### src/rtl/assert_macros.svh
// assertion macros used by the classifier rtl file
// no dependencies; bodies vanish when SYNTHESIS is defined
`ifndef ASSERT_MACROS_SVH
`define ASSERT_MACROS_SVH
`ifndef SYNTHESIS
`define ASSERT_IMPL(lbl, clk, rst_n, ante, cons) \
	lbl: assert property (@(posedge clk) disable iff (!rst_n) (ante) |-> (cons)) \
		else $error("assertion failed");
`define ASSERT_NEXT(lbl, clk, rst_n, ante, cons) \
	lbl: assert property (@(posedge clk) disable iff (!rst_n) (ante) |=> (cons)) \
		else $error("assertion failed");
`else
`define ASSERT_IMPL(lbl, clk, rst_n, ante, cons)
`define ASSERT_NEXT(lbl, clk, rst_n, ante, cons)
`endif
`endif

### src/rtl/cet_pkg.sv
// shared constants and saturating arithmetic for the cubic escape-time block
// no dependencies
package cet_pkg;
	localparam int FRACTION_BITS_DEF = 28;
	localparam int WORD_W = 64;
	localparam int ITER_W = 16;
	localparam int CODE_W = 17;
	localparam logic [ITER_W-1:0] MAX_ITER_RST = 16'd100;
	localparam logic signed [WORD_W-1:0] SAT_MAX = 64'sh7FFF_FFFF_FFFF_FFFF;
	localparam logic signed [WORD_W-1:0] SAT_MIN = -SAT_MAX;

	typedef logic signed [WORD_W-1:0] word_t;

	function automatic word_t sat_add(input word_t a, input word_t b);
		logic signed [WORD_W:0] s;
		word_t r;
		s = {a[WORD_W-1], a} + {b[WORD_W-1], b};
		if (s > $signed({SAT_MAX[WORD_W-1], SAT_MAX}))
			r = SAT_MAX;
		else if (s < $signed({SAT_MIN[WORD_W-1], SAT_MIN}))
			r = SAT_MIN;
		else
			r = s[WORD_W-1:0];
		return r;
	endfunction

	function automatic word_t sat_sub(input word_t a, input word_t b);
		return sat_add(a, -b);
	endfunction
endpackage

### src/rtl/cet_mul.sv
// sequential saturating fixed-point multiplier, one 32x32 product per cycle while busy
// depends on cet_pkg
module cet_mul import cet_pkg::*; #(
	parameter int FRACTION_BITS = FRACTION_BITS_DEF
) (
	input  logic  clk,
	input  logic  arst_n,
	input  logic  start,
	input  word_t op_a,
	input  word_t op_b,
	output logic  done,
	output word_t result
);
	logic [WORD_W-1:0] ma_q, mb_q;
	logic neg_q;
	logic [2*WORD_W-1:0] acc_q;
	logic [2:0] cnt_q;
	logic busy_q;
	logic [31:0] ha, hb;
	logic [63:0] pp;
	logic [2*WORD_W-1:0] pp_sh, shifted;
	logic [WORD_W-1:0] mag_r;
	word_t fin;

	always_comb begin
		ha = cnt_q[1] ? ma_q[63:32] : ma_q[31:0];
		hb = cnt_q[0] ? mb_q[63:32] : mb_q[31:0];
		pp = ha * hb;
		case (cnt_q[1:0])
			2'd0: pp_sh = {64'd0, pp};
			2'd3: pp_sh = {pp, 64'd0};
			default: pp_sh = {32'd0, pp, 32'd0};
		endcase
		shifted = acc_q >> FRACTION_BITS;
		if (|shifted[2*WORD_W-1:WORD_W-1])
			mag_r = SAT_MAX;
		else
			mag_r = shifted[WORD_W-1:0];
		fin = neg_q ? -word_t'(mag_r) : word_t'(mag_r);
	end

	always_ff @(posedge clk or negedge arst_n) begin
		if (!arst_n) begin
			busy_q <= 1'b0;
			cnt_q <= 3'd0;
			done <= 1'b0;
		end else begin
			done <= 1'b0;
			if (start) begin
				busy_q <= 1'b1;
				cnt_q <= 3'd0;
			end else if (busy_q) begin
				if (cnt_q == 3'd4) begin
					busy_q <= 1'b0;
					done <= 1'b1;
				end else begin
					cnt_q <= cnt_q + 3'd1;
				end
			end
		end
	end

	always_ff @(posedge clk) begin
		if (start) begin
			ma_q <= op_a[WORD_W-1] ? 64'(-op_a) : 64'(op_a);
			mb_q <= op_b[WORD_W-1] ? 64'(-op_b) : 64'(op_b);
			neg_q <= op_a[WORD_W-1] ^ op_b[WORD_W-1];
			acc_q <= '0;
		end else if (busy_q) begin
			if (cnt_q == 3'd4)
				result <= fin;
			else
				acc_q <= acc_q + pp_sh;
		end
	end
endmodule

### config.mk
export PLATFORM = sky130hd
export DESIGN_NAME = cet_mul
export DESIGN_NICKNAME = d
export VERILOG_FILES = /design/src/rtl/assert_macros.svh /design/src/rtl/cet_pkg.sv /design/src/rtl/cet_mul.sv
export SDC_FILE = /design/constraint.sdc
export NUM_CORES = 2
export LEC_CHECK = 0
export BUFFER_PORTS_ARGS = -buffer_cell sky130_fd_sc_hd__buf_2
export CAP_MARGIN = 0
export CORE_AREA = 2 2 417 419
export DETAILED_ROUTE_END_ITERATION = 7
export DIE_AREA = 0 0 419 421
export HOLD_SLACK_MARGIN = 0.02
export SLEW_MARGIN = 20
export SYNTH_ARGS = -nofsm -noshare
export SYNTH_HDL_FRONTEND = slang
export SYNTH_SLANG_ARGS = --single-unit
### constraint.sdc
create_clock -name clk -period 16.9 [get_ports clk]
set_clock_uncertainty 0.2 [all_clocks]
set_input_delay 4.225 -clock clk [delete_from_list [all_inputs] [get_ports clk]]
set_output_delay 4.225 -clock clk [all_outputs]
set_load 0.01 [all_outputs]
**Word level (Yosys, flattened, before mapping)**

Index checks and enable logic that the tools add are counted.

- Add/subtract/negate cells: 5
- $mul: 1
- Equality and inequality tests: 3
- Muxes and demuxes: 16
- Bitwise gates (word level): 3
- Reduce and logical (&&, ||, !) cells: 6

Operators by type and width:

| operator | number |
|---|---|
| one-hot mux 128 bit (2 select lines) | 1 |
| negator 64 bit | 3 |
| adder 128 bit | 1 |
| 2-to-1 mux 64 bit | 2 |
| 2-to-1 mux 63 bit | 2 |
| multiplier 32 x 32 -> 64 bit | 1 |
| 2-to-1 mux 32 bit | 2 |
| OR reduction 37 bit | 1 |
| 2-to-1 mux 3 bit | 3 |
| 2-to-1 mux 1 bit | 6 |
| AND reduction 2 bit | 2 |
| adder 3 x 1 -> 3 bit, second input constant | 1 |
| equality test 3 bit, second input constant | 1 |
| AND reduction 3 bit | 1 |
| equality test 2 bit, second input constant | 1 |
| zero test 2 bit | 1 |
| inequality test 2 bit, second input constant | 1 |
| inverter 1 bit | 2 |
| nonzero test 2 bit | 1 |
| bitwise XOR 1 bit | 1 |

- Register bits after elaboration: 326
- Input port bits: 131
- Output and inout bits: 65
- Logic and storage cells: 44

**Depth between registers and ports, before layout**

- Word-level depth: 4
- Depth in mapped cells: 47

**Least setup slack after synthesis**

No wires, ideal clock.

- Path type: register to register
- From: register cnt_q[0]
- To: register acc_q[124]
- Library setup time: 0.128 ns
- Arrival time: 11.609 ns
- Required time: 16.572 ns
- Setup slack: 4.963 ns
- Cell stages (with the launch flop): 44
- Buffers on the path: 4
- Clock period less this slack: 11.937 ns
- Path through: dfrtp_1 > clkbuf_1 > buf_1 > mux2i_1 > clkbuf_1 > nor2_1 > fa_1 > fa_1 > fa_1 > inv_1 > fa_1 > inv_1 > fa_1 > inv_1 > fa_1 > inv_1 > fa_1 > fa_1 > [... 8 more ...] > a22oi_1 > o21ai_0 > a221o_1 > a311oi_1 > xnor2_1 > a22o_1 > ha_1 > nand2_1 > or3_1 > o221ai_1 > nor3_1 > o31a_1 > o21ai_0 > a31oi_1 > o21a_1 > o31ai_1 > xnor2_1 > o21ai_0

- Cells in the longest elaborated chain, start to end: 4
- Elaborated cells between the ends (all ways): 9

Ends and longest elaborated chain:

| element | RTL line | source |
|---|---|---|
| start: declaration | cet_mul.sv:17 | `logic [2:0] cnt_q;` |
| start signal: assignment | cet_mul.sv:57 | `cnt_q <= cnt_q + 3'd1;` |
| 2-to-1 mux 32 bit | cet_mul.sv:27 | `hb = cnt_q[0] ? mb_q[63:32] : mb_q[31:0];` |
| multiplier 32 x 32 -> 64 bit | cet_mul.sv:28 | `pp = ha * hb;` |
| one-hot mux 128 bit (2 select lines) | cet_mul.sv:29 | `case (cnt_q[1:0])` |
| adder 128 bit | cet_mul.sv:73 | `acc_q <= acc_q + pp_sh;` |
| end signal: assignment | cet_mul.sv:73 |  |
| end: declaration | cet_mul.sv:16 | `logic [2*WORD_W-1:0] acc_q;` |

Parallel ways exist; a longest one is shown, timed or not.
A chain may end at the register's enable or synchronous reset.

**Final worst setup path**

- From: register cnt_q[0]
- To: register acc_q[122]

Same word-level chain as after synthesis.

==> flow_summary.json <==
{
  "hold_start": "acc_q[15]",
  "synth_edf_count": 193,
  "clkTransAtPathRegs_ns": 0.07,
  "cp_max_fo": 38,
  "avgRoutedWirePerCell_um": 22.8,
  "pre_cts_ws_ns": 2.50,
  "fin_ws_ns": 2.56,
  "clock_path_buffers": 3,
  "ys_types": 78,
  "fp.dieH_um": 421,
  "hold_path_class": "reg2reg",
  "crit_path_top_delay_cell": "dfrtp_4",
  "crit_top_cell": "fa_1",
  "start_util_pct": 32.7,
  "regToRegEndpoint": "acc_q[122]",
  "grtUsageTotal_pct": 22.5,
  "fp.dieArea_mm2": 0.176,
  "cts_tree": "yes",
  "relSlewSlack_pct": 22.4,
  "core_area_mm2": 0.172,
  "hold_end": "acc_q[15]",
  "wl_mm": 202,
  "end_kind": "flop",
  "synth_seq_cells": 326,
  "hold_buffers": 0,
  "yosysWarnings": 0,
  "ioPinCount": 196,
  "syn_inst": 6508,
  "grt_pass1_vias": 47852,
  "clk-insertion-delay-late_ns": 0.68,
  "hold_slack_ns": 0.263,
  "grt_pass1_wl_mm": 300,
  "drv_slew": 0,
  "clock-sinks": 326,
  "layout-drive-gt1-share_pct": 7.85,
  "grt_setup_unrepaired": "no",
  "tightest_slew_ns": 1.14,
  "drt_iter0_markers": 4058,
  "setup_viol": 0,
  "post_drt_via_cell_ratio": 5.38,
  "fin_crit_sh_pct": 84.8,
  "finalHoldViolCount": 0,
  "final.min_clock_period_ns": 14.34,
  "async_reset_ff_share_pct": 1.53,
  "seq_area_frac_synth_pct": 15.0,
  "num_rows": 153,
  "setup_tns_ns": 0,
  "area_growth_pct": 8.80,
  "synth_flop_cell": "edfxtp_1",
  "netlist_area_mm2": 0.0564,
  "grt_overflow": 0,
  "die_w_um": 419,
  "worst_setup_path_start_kind": "flop",
  "min_path_cells": 2,
  "r2r_slack_ns": 2.56,
  "place_congestion": 0.950,
  "critPathRequiredTime_ns": 17.21,
  "num_vias": 47711,
  "synth_area_per_cell_um2": 8.67,
  "io_buffers": 195,
  "rr_worst_depth": 39,
  "cts_root_buf": "clkbuf_16",
  "htreeDepth": 2,
  "max_stage_delay_ns": 0.81,
  "cts_resized": 0,
  "drt-pass1-iter-count": 6,
  "cp.arrival_ns": 14.65,
  "dp_hpwl_mm": 160,
  "nets": 7932,
  "grt_start_max_net_pins": 86,
  "critical_path_class": "reg2reg",
  "fmax_mhz": 69.7,
  "postCtsSetupBuffers": 0,
  "crit_path_start": "cnt_q[0]",
  "drc_errors": 0,
  "status": "completed",
  "maxCapViolCount": 0,
  "fin_area_mm2": 0.0614,
  "antenna_found_initial": 3,
  "numCtsBuffers": 43,
  "postPlaceCellArea_mm2": 0.0599,
  "postRouteAntennaNets": 0,
  "timing.rr.start": "cnt_q[0]",
  "syn_nets": 7938
}
## registers in the layout, summed over array words and instances (netlist names)
register	cells
done	1
neg_q	1
cnt_q	3
ma_q	64
acc_q	128
busy_q	1
mb_q	64
result	64
## cell type report
type | count | area, um2
fill | 17660 | 111000
multi-input combinational | 4947 | 43500
sequential | 326 | 8490
inverter | 905 | 3400
tap | 2325 | 2910
timing repair buffer | 279 | 1630
clock buffer | 54 | 1170
clock inverter | 24 | 264
antenna | 1 | 2.50
## how the worst max path moves through the flow
stage,to,slack [ns],depth (start not counted)
final,acc_q[122],2.56,39
after global routing,acc_q[122],2.01,39
after CTS,acc_q[122],2.51,41
after detailed placement,acc_q[122],2.50,41
after global placement,acc_q[122],2.85,41
after floorplan,acc_q[124],4.96,43
## routing by layer
| layer | wire [um] | GRT usage (%) | vias to the layer above |
|---|---|---|---|
| met5 | 24 | 0 | - |
| met4 | 10500 | 10.2 | 4 |
| met3 | 17700 | 4.72 | 472 |
| met2 | 90900 | 35.5 | 2141 |
| met1 | 83000 | 29.6 | 23884 |
| li1 | - | - | 21210 |
## cell usage after synthesis, drive strengths merged (8+ instances only)
cell type	number	area share (%)
a211oi	20	0.27
a21boi	11	0.15
a21o	104	1.4
a21oi	315	2.8
a221o	12	0.21
a22o	54	0.84
a22oi	8	0.11
a31oi	11	0.12
and2	69	0.76
and3	15	0.17
buf	25	0.18
clkbuf	305	2.0
dfxtp	128	4.5
edfxtp	193	10
fa	897	32
ha	402	8.9
inv	905	6.0
mux2	62	1.2
mux2i	64	1.1
nand2	788	5.2
nand2b	27	0.30
nand3	32	0.28
nand4	83	0.92
nor2	814	5.4
nor2b	18	0.20
nor3	58	0.51
nor4	27	0.31
o211ai	15	0.20
o21a	24	0.32
o21ai	300	2.7
o21bai	86	1.1
o22ai	10	0.11
o311ai	26	0.40
o31ai	62	0.85
o41ai	17	0.30
or2	26	0.29
or3	51	0.57
or4	44	0.65
xnor2	228	3.5
xor2	98	1.5
## critical path, delay by kind of cell, from the launching register on
kind            cells  cell delay [ns]
fa+ha+maj          10             4.73
compound gates     13             4.28
simple gates        8             1.95
buf+inv             5             1.06
flops               1             0.81
mux                 1             0.76
xor+xnor            2             0.33
## stage by stage
stage	util (%)	cells
finish	35.6	8861
global route	35.6	8860
floorplan	-	6508
global placement	34.8	8781
CTS	35.6	8859
detailed placement	34.8	8781
## logic make-up after synthesis
family          synth area share [%]
compound gates                  12.8
flops                           15.0
buf+inv                         8.23
simple gates                    15.8
xor+xnor                        5.06
fa+ha+maj                       40.7
mux                             2.37
## placed cells by master (no fill, tap or decap), types with 16 or more instances in the layout
cell and count:
o21ai_0 295, or3_1 50, ha_1 402, nor2b_1 16, clkbuf_16 43, o31ai_1 59
nor3_1 58, o21bai_1 86, mux2i_2 37, a22o_1 54, mux2i_1 22, nor2_1 813
xor2_1 98, a21o_1 104, nand2_1 787, nand3_1 31, xnor2_1 228, nand2b_1 26
or4_1 35, fa_1 897, nand4_1 83, o21a_1 24, mux2_2 62, or2_2 22
o311ai_0 26, inv_1 905, dfxtp_1 128, o41ai_1 16, buf_4 83, and2_1 68
a211oi_1 20, buf_2 194, edfxtp_1 193, nor4_1 26, a21oi_1 315
Power is left out: the tool's default activity adds up to more than one toggle a clock period on the data nets, which glitch-free logic cannot reach.
